File: config.mk
export PLATFORM = sky130hd
export DESIGN_NAME = raycast_wall_texture_column_unit
export DESIGN_NICKNAME = d
export VERILOG_FILES = /design/src/rtl/rwtc_pkg.sv /design/src/rtl/rwtc_div.sv /design/src/rtl/rwtc_ctrl.sv /design/src/rtl/rwtc_datapath.sv /design/src/rtl/raycast_wall_texture_column_unit.sv
export SDC_FILE = /design/constraint.sdc
export NUM_CORES = 2
export LEC_CHECK = 0
export BUFFER_PORTS_ARGS = -buffer_cell sky130_fd_sc_hd__buf_2
export CAP_MARGIN = 20
export CELL_PAD_IN_SITES_DETAIL_PLACEMENT = 0
export CELL_PAD_IN_SITES_GLOBAL_PLACEMENT = 2
export CORE_MARGIN = 8
export CORE_UTILIZATION = 25
export DETAILED_ROUTE_END_ITERATION = 10
export PLACE_DENSITY_LB_ADDON = 0.1
export SLEW_MARGIN = 20
export SYNTH_ARGS = -nofsm -noshare
export SYNTH_HDL_FRONTEND = slang
export SYNTH_HIERARCHICAL = 1
export SYNTH_SLANG_ARGS = --single-unit
File: constraint.sdc
create_clock -name clk -period 13.95 [get_ports clk]
set_input_delay 2.79 -clock clk [delete_from_list [all_inputs] [get_ports clk]]
set_output_delay 2.79 -clock clk [all_outputs]
set_load 0.005 [all_outputs]
File: src/rtl/rwtc_pkg.sv
// ----------------------------------------------------------------------------
// rwtc_pkg
// Shared constants and controller/datapath interface types for the
// raycast wall texture column unit.
// ----------------------------------------------------------------------------
package rwtc_pkg;

    localparam int TEX_WIDTH_DEF  = 64;
    localparam int TEX_HEIGHT_DEF = 64;
    localparam int SCREEN_ROWS    = 480;
    localparam int FRAC_BITS      = 16;

    localparam logic KIND_LOAD = 1'b0;
    localparam logic KIND_TICK = 1'b1;

    typedef struct packed {
        logic load;
        logic tick;
        logic mul;
        logic fin;
    } rwtc_cmd_t;

    typedef struct packed {
        logic div_idle;
        logic out_valid;
    } rwtc_stat_t;

endpackage

File: src/rtl/rwtc_div.sv
// ----------------------------------------------------------------------------
// rwtc_div
// Restoring divider of a fixed dividend by a 16-bit divisor, one quotient
// bit per cycle.
// ----------------------------------------------------------------------------
module rwtc_div
    import rwtc_pkg::*;
#(
    parameter int DIVIDEND_W = 23,
    parameter int DIVIDEND   = 4194304
)
(
    input  logic                  clk,
    input  logic                  rst_n,
    input  logic                  start,
    input  logic [15:0]           divisor,
    output logic                  idle,
    output logic [DIVIDEND_W-1:0] quotient
);

    localparam int CW = $clog2(DIVIDEND_W + 1);

    logic [CW-1:0]         cnt_reg;
    logic [DIVIDEND_W-1:0] quo_reg;
    logic [15:0]           rem_reg;
    logic [15:0]           dsr_reg;
    logic [16:0]           trial;
    logic                  fits;

    assign trial = {rem_reg, quo_reg[DIVIDEND_W-1]};
    assign fits  = trial >= {1'b0, dsr_reg};

    always_ff @(posedge clk or negedge rst_n)
    begin
        if (!rst_n)
        begin
            cnt_reg <= '0;
        end
        else if (start)
        begin
            cnt_reg <= CW'(DIVIDEND_W);
        end
        else if (cnt_reg != '0)
        begin
            cnt_reg <= cnt_reg - 1'b1;
        end
    end

    always_ff @(posedge clk)
    begin
        if (start)
        begin
            quo_reg <= DIVIDEND_W'(DIVIDEND);
            rem_reg <= '0;
            dsr_reg <= divisor;
        end
        else if (cnt_reg != '0)
        begin
            quo_reg <= {quo_reg[DIVIDEND_W-2:0], fits};
            rem_reg <= fits ? 16'(trial - {1'b0, dsr_reg}) : trial[15:0];
        end
    end

    assign idle     = (cnt_reg == '0);
    assign quotient = quo_reg;

endmodule

File: src/rtl/rwtc_ctrl.sv
// ----------------------------------------------------------------------------
// rwtc_ctrl
// Sequencer: takes items, runs the column set-up (divide, multiply, finish)
// and issues commands to the datapath.
// ----------------------------------------------------------------------------
module rwtc_ctrl
    import rwtc_pkg::*;
(
    input  logic       clk,
    input  logic       rst_n,
    input  logic       in_valid,
    input  logic       kind,
    input  logic       out_ready,
    input  rwtc_stat_t stat,
    output logic       in_ready,
    output rwtc_cmd_t  cmd
);

    localparam logic [1:0] S_IDLE = 2'd0;
    localparam logic [1:0] S_DIV  = 2'd1;
    localparam logic [1:0] S_MUL  = 2'd2;
    localparam logic [1:0] S_FIN  = 2'd3;

    logic [1:0] state_reg;
    logic [1:0] state_next;
    logic       take;

    assign in_ready = (state_reg == S_IDLE) && (!stat.out_valid || out_ready);
    assign take     = in_valid && in_ready;

    always_comb
    begin
        state_next = state_reg;
        cmd        = '0;
        case (state_reg)
            S_IDLE:
            begin
                if (take)
                begin
                    if (kind == KIND_LOAD)
                    begin
                        cmd.load   = 1'b1;
                        state_next = S_DIV;
                    end
                    else
                    begin
                        cmd.tick = 1'b1;
                    end
                end
            end
            S_DIV:
            begin
                if (stat.div_idle)
                begin
                    state_next = S_MUL;
                end
            end
            S_MUL:
            begin
                cmd.mul    = 1'b1;
                state_next = S_FIN;
            end
            S_FIN:
            begin
                cmd.fin    = 1'b1;
                state_next = S_IDLE;
            end
            default:
            begin
                state_next = S_IDLE;
            end
        endcase
    end

    always_ff @(posedge clk or negedge rst_n)
    begin
        if (!rst_n)
        begin
            state_reg <= S_IDLE;
        end
        else
        begin
            state_reg <= state_next;
        end
    end

endmodule

File: src/rtl/rwtc_datapath.sv
// ----------------------------------------------------------------------------
// rwtc_datapath
// Column set-up arithmetic, slice state and the registered pixel output.
// ----------------------------------------------------------------------------
module rwtc_datapath
    import rwtc_pkg::*;
#(
    parameter int TEX_WIDTH  = TEX_WIDTH_DEF,
    parameter int TEX_HEIGHT = TEX_HEIGHT_DEF
)
(
    input  logic               clk,
    input  logic               rst_n,
    input  rwtc_cmd_t          cmd,
    output rwtc_stat_t         stat,
    input  logic [9:0]         column,
    input  logic               wall_side,
    input  logic signed [17:0] dir_x,
    input  logic signed [17:0] dir_y,
    input  logic [23:0]        wall_distance,
    input  logic [23:0]        player_x,
    input  logic [23:0]        player_y,
    input  logic [7:0]         wall_cell,
    input  logic [8:0]         first_row,
    input  logic [8:0]         end_row,
    input  logic [15:0]        slice_height,
    input  logic               out_ready,
    output logic               out_valid,
    output logic [9:0]         out_column,
    output logic [8:0]         row,
    output logic [1:0]         face,
    output logic [5:0]         tex_x,
    output logic [5:0]         tex_y,
    output logic               last
);

    localparam logic [1:0] FACE_EAST  = 2'd0;
    localparam logic [1:0] FACE_WEST  = 2'd1;
    localparam logic [1:0] FACE_SOUTH = 2'd2;
    localparam logic [1:0] FACE_NORTH = 2'd3;

    localparam int DW   = $clog2(TEX_HEIGHT) + FRAC_BITS + 1;
    localparam int TXB  = $clog2(TEX_WIDTH) + 1;
    localparam int TXW  = (TXB > 6) ? TXB : 6;
    localparam int PW   = FRAC_BITS + TXW;
    localparam logic [23:0] HMASK = 24'(TEX_HEIGHT - 1);
    localparam logic [23:0] STEP_MAX = 24'hFFFFFF;

    // captured column inputs
    logic               first_le_reg;
    logic [15:0]        lh_reg;
    logic [8:0]         first_reg;
    logic [23:0]        dist_reg;
    logic signed [17:0] dsel_reg;
    logic [15:0]        pbase_reg;
    logic               mirror_reg;

    // slice state
    logic               busy_reg;
    logic [8:0]         cur_row_reg;
    logic [8:0]         stop_row_reg;
    logic [39:0]        tex_pos_reg;
    logic [23:0]        tex_step_reg;
    logic [5:0]         held_tex_x_reg;
    logic [1:0]         held_face_reg;
    logic [9:0]         held_column_reg;

    // products
    logic signed [42:0] hit_prod_reg;
    logic signed [42:0] pos_prod_reg;

    // output register
    logic               out_valid_reg;
    logic [9:0]         out_column_reg;
    logic [8:0]         row_reg;
    logic [1:0]         face_reg;
    logic [5:0]         tex_x_reg;
    logic [5:0]         tex_y_reg;
    logic               last_reg;

    logic [15:0]        lh_fixed;
    logic               div_idle;
    logic [DW-1:0]      quotient;
    logic [23:0]        step_sat;
    logic [17:0]        a2;
    logic [15:0]        t_low;
    logic [15:0]        frac;
    logic [PW-1:0]      tx_prod;
    logic [TXW-1:0]     tx_raw;
    logic [TXW-1:0]     tx_fin;
    logic [42:0]        pos_half;
    logic [23:0]        whole;
    logic [9:0]         row_inc;
    logic               fin_row;

    assign lh_fixed = (slice_height == 16'd0) ? 16'd1 : slice_height;

    rwtc_div #(
        .DIVIDEND_W (DW),
        .DIVIDEND   (TEX_HEIGHT * (1 << FRAC_BITS))
    ) u_div (
        .clk      (clk),
        .rst_n    (rst_n),
        .start    (cmd.load),
        .divisor  (lh_fixed),
        .idle     (div_idle),
        .quotient (quotient)
    );

    assign step_sat = (quotient > DW'(STEP_MAX)) ? STEP_MAX : 24'(quotient);
    assign a2 = {8'd0, first_reg, 1'b0} - 18'(SCREEN_ROWS) + {2'b00, lh_reg};

    assign t_low   = hit_prod_reg[31:16]
                   + 16'(hit_prod_reg[42] && (hit_prod_reg[15:0] != 16'd0));
    assign frac    = pbase_reg + t_low;
    assign tx_prod = {{TXW{1'b0}}, frac} * PW'(TEX_WIDTH);
    assign tx_raw  = tx_prod[PW-1:FRAC_BITS];
    assign tx_fin  = mirror_reg ? (TXW'(TEX_WIDTH - 1) - tx_raw) : tx_raw;

    assign pos_half = 43'(pos_prod_reg >>> 1)
                    + 43'(pos_prod_reg[42] && pos_prod_reg[0]);

    assign whole   = tex_pos_reg[39:16]
                   + 24'(tex_pos_reg[39] && (tex_pos_reg[15:0] != 16'd0));
    assign row_inc = {1'b0, cur_row_reg} + 10'd1;
    assign fin_row = row_inc >= {1'b0, stop_row_reg};

    always_ff @(posedge clk)
    begin
        if (cmd.load)
        begin
            lh_reg          <= lh_fixed;
            first_reg       <= first_row;
            first_le_reg    <= first_row < end_row;
            dist_reg        <= wall_distance;
            held_column_reg <= column;
            cur_row_reg     <= first_row;
            stop_row_reg    <= end_row;
            if (wall_side == 1'b0)
            begin
                held_face_reg <= ({wall_cell, 16'd0} > player_x) ? FACE_EAST : FACE_WEST;
                dsel_reg      <= dir_y;
                pbase_reg     <= player_y[15:0];
                mirror_reg    <= !dir_x[17] && (dir_x != 18'sd0);
            end
            else
            begin
                held_face_reg <= ({wall_cell, 16'd0} > player_y) ? FACE_SOUTH : FACE_NORTH;
                dsel_reg      <= dir_x;
                pbase_reg     <= player_x[15:0];
                mirror_reg    <= dir_y[17];
            end
        end
        else if (cmd.tick && busy_reg)
        begin
            cur_row_reg <= row_inc[8:0];
        end

        if (cmd.mul)
        begin
            tex_step_reg <= step_sat;
            hit_prod_reg <= $signed({1'b0, dist_reg}) * dsel_reg;
            pos_prod_reg <= $signed(a2) * $signed({1'b0, step_sat});
        end

        if (cmd.fin)
        begin
            tex_pos_reg    <= pos_half[39:0];
            held_tex_x_reg <= tx_fin[5:0];
        end
        else if (cmd.tick && busy_reg)
        begin
            tex_pos_reg <= tex_pos_reg + {16'd0, tex_step_reg};
        end

        if (cmd.tick && busy_reg)
        begin
            out_column_reg <= held_column_reg;
            row_reg        <= cur_row_reg;
            face_reg       <= held_face_reg;
            tex_x_reg      <= held_tex_x_reg;
            tex_y_reg      <= 6'(whole & HMASK);
            last_reg       <= fin_row;
        end
    end

    always_ff @(posedge clk or negedge rst_n)
    begin
        if (!rst_n)
        begin
            busy_reg      <= 1'b0;
            out_valid_reg <= 1'b0;
        end
        else
        begin
            if (cmd.fin)
            begin
                busy_reg <= first_le_reg;
            end
            else if (cmd.tick && busy_reg && fin_row)
            begin
                busy_reg <= 1'b0;
            end

            if (cmd.tick && busy_reg)
            begin
                out_valid_reg <= 1'b1;
            end
            else if (out_ready)
            begin
                out_valid_reg <= 1'b0;
            end
        end
    end

    assign stat.div_idle  = div_idle;
    assign stat.out_valid = out_valid_reg;

    assign out_valid  = out_valid_reg;
    assign out_column = out_column_reg;
    assign row        = row_reg;
    assign face       = face_reg;
    assign tex_x      = tex_x_reg;
    assign tex_y      = tex_y_reg;
    assign last       = last_reg;

endmodule

File: src/rtl/raycast_wall_texture_column_unit.sv
// ----------------------------------------------------------------------------
// raycast_wall_texture_column_unit
// Textured wall column for a grid raycaster: loads one ray hit per column and
// emits one texture coordinate per screen row of the wall slice.
// ----------------------------------------------------------------------------
// Usage
//   Input channel (in_valid/in_ready): kind 0 loads a column hit, kind 1 is a
//   pixel tick. A tick while no slice is active is taken and dropped.
//   Output channel (out_valid/out_ready): one pixel per tick of an active
//   slice; last is high on the final row.
//   Throughput: ticks are taken one per cycle while the receiver keeps up;
//   each pixel appears in the cycle after its tick is taken, in a registered stage.
//   After a column load in_ready stays low through the set-up: the divide by
//   the bit-serial divider that forms the texture step, whose number of steps
//   is DW = clog2(TEX_HEIGHT) + 17, then the multiplies, then the finish.
//   Stall: while a pixel waits with out_ready low, in_ready stays low.
//   Reset: no slice active, output empty, ready for a load.
// ----------------------------------------------------------------------------
module raycast_wall_texture_column_unit
    import rwtc_pkg::*;
#(
    parameter int TEX_WIDTH  = TEX_WIDTH_DEF,
    parameter int TEX_HEIGHT = TEX_HEIGHT_DEF
)
(
    input  logic               clk,
    input  logic               rst_n,
    input  logic               in_valid,
    output logic               in_ready,
    input  logic               kind,
    input  logic [9:0]         column,
    input  logic               wall_side,
    input  logic signed [17:0] dir_x,
    input  logic signed [17:0] dir_y,
    input  logic [23:0]        wall_distance,
    input  logic [23:0]        player_x,
    input  logic [23:0]        player_y,
    input  logic [7:0]         wall_cell,
    input  logic [8:0]         first_row,
    input  logic [8:0]         end_row,
    input  logic [15:0]        slice_height,
    output logic               out_valid,
    input  logic               out_ready,
    output logic [9:0]         out_column,
    output logic [8:0]         row,
    output logic [1:0]         face,
    output logic [5:0]         tex_x,
    output logic [5:0]         tex_y,
    output logic               last
);

    rwtc_cmd_t  cmd;
    rwtc_stat_t stat;

    rwtc_ctrl u_ctrl (
        .clk       (clk),
        .rst_n     (rst_n),
        .in_valid  (in_valid),
        .kind      (kind),
        .out_ready (out_ready),
        .stat      (stat),
        .in_ready  (in_ready),
        .cmd       (cmd)
    );

    rwtc_datapath #(
        .TEX_WIDTH  (TEX_WIDTH),
        .TEX_HEIGHT (TEX_HEIGHT)
    ) u_datapath (
        .clk           (clk),
        .rst_n         (rst_n),
        .cmd           (cmd),
        .stat          (stat),
        .column        (column),
        .wall_side     (wall_side),
        .dir_x         (dir_x),
        .dir_y         (dir_y),
        .wall_distance (wall_distance),
        .player_x      (player_x),
        .player_y      (player_y),
        .wall_cell     (wall_cell),
        .first_row     (first_row),
        .end_row       (end_row),
        .slice_height  (slice_height),
        .out_ready     (out_ready),
        .out_valid     (out_valid),
        .out_column    (out_column),
        .row           (row),
        .face          (face),
        .tex_x         (tex_x),
        .tex_y         (tex_y),
        .last          (last)
    );

endmodule

Word-level counts from Yosys, hierarchy flattened
Index checks and enable logic that the tools add are counted.
{ "totals": {"register_bits": 353, "out_inout_bits": 36} }
{ "classes": {"n_addsub": 11, "multipliers": 2, "n_lt_le_gt_ge": 6, "n_eq_ne": 6, "mux": 29, "reduce_logical": 24} }
{ "ops": {"columns": ["cell", "n"], "rows": [
  ["$mux 40", 2],
  ["$gt 24x24->1", 2],
  ["$mul 18x25->43", 1],
  ["$mul 25x18->43", 1],
  ["$add 40x2->40", 1],
  ["$add 40x24->40", 1],
  ["$mux 16", 2],
  ["$reduce_bool 16->1", 2],
  ["$mux 24", 1],
  ["$gt 23x23->1 const B", 1],
  ["$add 18x16->18", 1],
  ["$mux 18", 1],
  ["$mux 9", 2],
  ["$reduce_bool 18->1", 1],
  ["$ge 17x16->1", 1],
  ["$add 16x1->16", 1],
  ["$add 16x16->16", 1],
  ["$logic_not 16->1", 1],
  ["$sub 16x16->16", 1],
  ["$mux 2", 6],
  ["$mux 1", 11],
  ["$sub 10x9->11 const B", 1],
  ["$add 9x1->10 const B", 1],
  ["$ge 10x9->1", 1],
  ["other kinds (19)", 34]
]} }

Longest topological paths before layout
{ "logic_depth": {"depth_word": 10, "depth_mapped": 35, "depth_no_buf": 33} }

By module
The synthesis kept the hierarchy.
{ "modules_own_cells": {"columns": ["module", "n_inst", "cells_each", "area_per_inst_um2"], "rows": [
  ["rwtc_datapath", 1, 4275, 42126.7],
  ["rwtc_div", 1, 346, 3140.5],
  ["rwtc_ctrl", 1, 23, 214.0]
]} }

Least setup slack after synthesis
OpenSTA, ideal clock, no wires.
{ "synth_timing": {"path_type": "input-to-reg", "from": "in out_ready", "to": "reg u_datapath.cur_row_reg[0] (enable)", "arrival_ns": 8.977, "required_time_ns": 13.610, "setup_slack_ns": 4.632, "path_stages": 5, "path_buffers": 1, "path_cell_list": "nand2b_1 nand3_1 nor2_1 clkbuf_1 nand2b_1"} }
{ "synth_rtl": {"columns": ["item", "line", "source"], "rows": [
  ["start, declared", "raycast_wall_texture_column_unit.sv:43", "input logic out_ready,"],
  ["end signal, assigned", "rwtc_datapath.sv:137", "cur_row_reg <= first_row;"],
  ["end signal, assigned", "rwtc_datapath.sv:156", "cur_row_reg <= row_inc[8:0];"],
  ["end, declared", "rwtc_datapath.sv:60", "logic [8:0] cur_row_reg;"]
]} }

Worst setup path after layout
{ "layout_timing": {"from": "reg u_datapath.first_reg[4]", "to": "reg u_datapath.pos_prod_reg[36], data pin"} }
{ "layout_via": {"elab_chain_cells": 3} }
{ "layout_rtl": {"columns": ["item", "line", "source"], "rows": [
  ["start, declared", "rwtc_datapath.sv:52", "logic [8:0] first_reg;"],
  ["start signal, assigned", "rwtc_datapath.sv:133", "first_reg <= first_row;"],
  ["$sub 10x9->11", "rwtc_datapath.sv:111", "assign a2 = {8'd0, first_reg, 1'b0} - 18'(SCREEN_ROWS) + {2'b00, lh_reg};"],
  ["$add 18x16->18", "rwtc_datapath.sv:111", null],
  ["$mul 18x25->43", "rwtc_datapath.sv:163", "pos_prod_reg <= $signed(a2) * $signed({1'b0, step_sat});"],
  ["end signal, assigned", "rwtc_datapath.sv:163", null],
  ["end, declared", "rwtc_datapath.sv:70", "logic signed [42:0] pos_prod_reg;"]
]} }
Every way passes these cells.
A chain may end at the register's enable or synchronous reset.

==> reports/metrics.cfg <==
[setup_path]
cp_slowest_cell = a41oi_2
crit_path_end_kind = flip-flop
r2r_start = u_datapath/first_reg[4]
worstPathArrival_ns = 10.25
reg2regPathDepth = 27
r2r-end = u_datapath/pos_prod_reg[36]
timing.reg2reg.setup_slack_ns = 4.09
crit_required_ns = 14.34
worstPathMaxFanout = 23
slowest_delay_ns = 0.71
path_common_cell = fa_1
start_kind = flip-flop
critPathKind = flip-flop to flip-flop

[hold_path]
min-delay-start = u_datapath/held_column_reg[6]
min_to = u_datapath/out_column[6]
hp-class = flip-flop to flip-flop
hold_depth = 0

[placement]
gp_congestion = 0.747
placed_cell_area_um2 = 49400
dp_hpwl_mm = 113
portBuffers = 201

[timing]
hold_viol = 0
tightest_slew_ns = 1.04
hold_slack_ns = 0.410
final_max_slew_viol_count = 0
setup_violations = 0
final.setup.tns_ns = 0
post-route-period-util = 0.707
fin_crit_ns = 9.86
clock.fmax_mhz = 101
clock_skew_ns = 0.0494
relSlewSlack = 0.303
rsz0062_at_grt = false

[synthesis]
ys_seq_area_frac = 0.227
synthArstFlopShare = 0.0251
ys.flop_type = edfxtp_1
ys_ff_latch = 358
syn_inst = 4644
ys_warn_count = 6
synth_edf_count = 310
syn_area_per_cell_um2 = 9.79
synth_cell_types = 90
syn-cell-area_um2 = 45500

[clock_network]
htreeDepth = 2
cts_hold_buf = 0
cts_root_buf = clkbuf_16
clock_latency_ns = 0.69
cts_buffer_depth = 3
clock_sinks = 358
cts_resized = 0
clkSlewWorstSetupHoldPaths_ns = 0.06
cts_buffers = 53
cts_tree = built
cts_setup_buffers = 0

[route]
drt-total-wl_mm = 143
drtIter0Drc = 1293
drt-wirelength-per-cell_um = 19.9
ant_nets = 0
drc_errors = 0
via_count = 31218
drt-pass1-iter-count = 8
avgViaCountPerCell = 4.35

[layout]
layout-drive-gt1-share = 0.0974
area_growth_pct = 12.5
final_cell_mix = 905 x inv_1, 707 x fa_1, 706 x nand2_1
seq_area_um2 = 10300
largest_register_ff_count = 42
final_area_um2 = 51200
final_common_cell = inv_1
finalNetCount = 6038
n_fill_cell = 19216
utilization = 0.283
multi_input_area_um2 = 31100

[global_routing]
grt_pass1_wl_mm = 222
grt_pass1_vias = 34940
grt_usage = 0.147
grt_max_degree = 71
grt-ovfl-total = 0
antenna_found_initial = 18

[floorplanning]
die_area_um2 = 196000
row_count = 156
chipHeight_um = 443
core-area_um2 = 181000
initial_core_util = 0.252
ios = 202
dieWidth_um = 443

[run]
maxCapViolCount = 0

[run_status]
status = completed

==> layout make-up <==
cell class	count	area share
Antenna cell	6	0.000293
Multi-Input combinational cell	3164	0.608
Clock buffer	65	0.0270
Tap cell	2370	0.0579
Inverter	907	0.0665
Sequential cell	358	0.202
Timing Repair Buffer	275	0.0305
Clock inverter	35	0.00780
==> metal layers <==
metal	track usage	up-vias	share of wire
met5	0	-	0.00027
met4	0.0253	6	0.015
met3	0.0183	109	0.032
met2	0.253	413	0.49
met1	0.199	15931	0.47
li1	-	14759	-
==> stage by stage <==
| step | std cells | setup WS [ns] |
|---|---|---|
| 2_1_floorplan | 4660 | 4.63 |
| 3_3_place_gp | 7074 | 3.78 |
| 3_5_place_dp | 7074 | 4.04 |
| 4_1_cts | 7174 | 3.96 |
| 5_1_grt | 7175 | 3.50 |
| 6_report | 7180 | 4.09 |
==> critical path: cells and delay by family (launching register included) <==
family / cells / cell delay (ns)
fa+ha+maj: 8 / 3.94
buf+inv: 3 / 0.14
flops: 1 / 0.45
simple gates: 4 / 0.72
compound gates: 10 / 3.56
xor+xnor: 2 / 0.73
==> how the worst max path moves through the flow <==
stage	startpoint	to	slack [ns]	cells after the start
global route	u_datapath/first_reg[4]	u_datapath/pos_prod_reg[36]	3.50	30
finish	u_datapath/first_reg[4]	u_datapath/pos_prod_reg[36]	4.09	27
CTS	u_datapath/first_reg[4]	u_datapath/pos_prod_reg[42]	3.96	27
detailed placement	u_datapath/first_reg[4]	u_datapath/pos_prod_reg[42]	4.04	27
floorplan	out_ready	u_datapath/cur_row_reg[0]	4.63	5
global placement	u_datapath/first_reg[6]	u_datapath/pos_prod_reg[36]	3.78	27
==> kinds of logic after synthesis <==
group,synth area share
multiplexers,0.0153
AND/OR/NAND/NOR,0.139
buffers and inverters,0.0947
AO/OA/AOI/OAI,0.0659
flip-flops,0.227
other,0.000165
XOR/XNOR,0.0352
adder cells (fa/ha/maj),0.423
==> synth_stat cells, types with 46 or more instances <==
| library cell | number | share of area |
|---|---|---|
| inv_1 | 906 | 0.075 |
| fa_1 | 707 | 0.31 |
| nand2_1 | 706 | 0.058 |
| ha_1 | 406 | 0.11 |
| edfxtp_1 | 310 | 0.20 |
| and2_1 | 257 | 0.035 |
| clkbuf_1 | 214 | 0.018 |
| a21oi_1 | 140 | 0.015 |
| xnor2_1 | 122 | 0.023 |
| nor2_1 | 109 | 0.0090 |
| o21ai_0 | 78 | 0.0086 |
| a21o_1 | 66 | 0.011 |
| xor2_1 | 61 | 0.012 |
| nand2b_1 | 46 | 0.0063 |
Power is not shown: default switching activity piles up to over one toggle a cycle in this logic, so the estimate is an artifact.
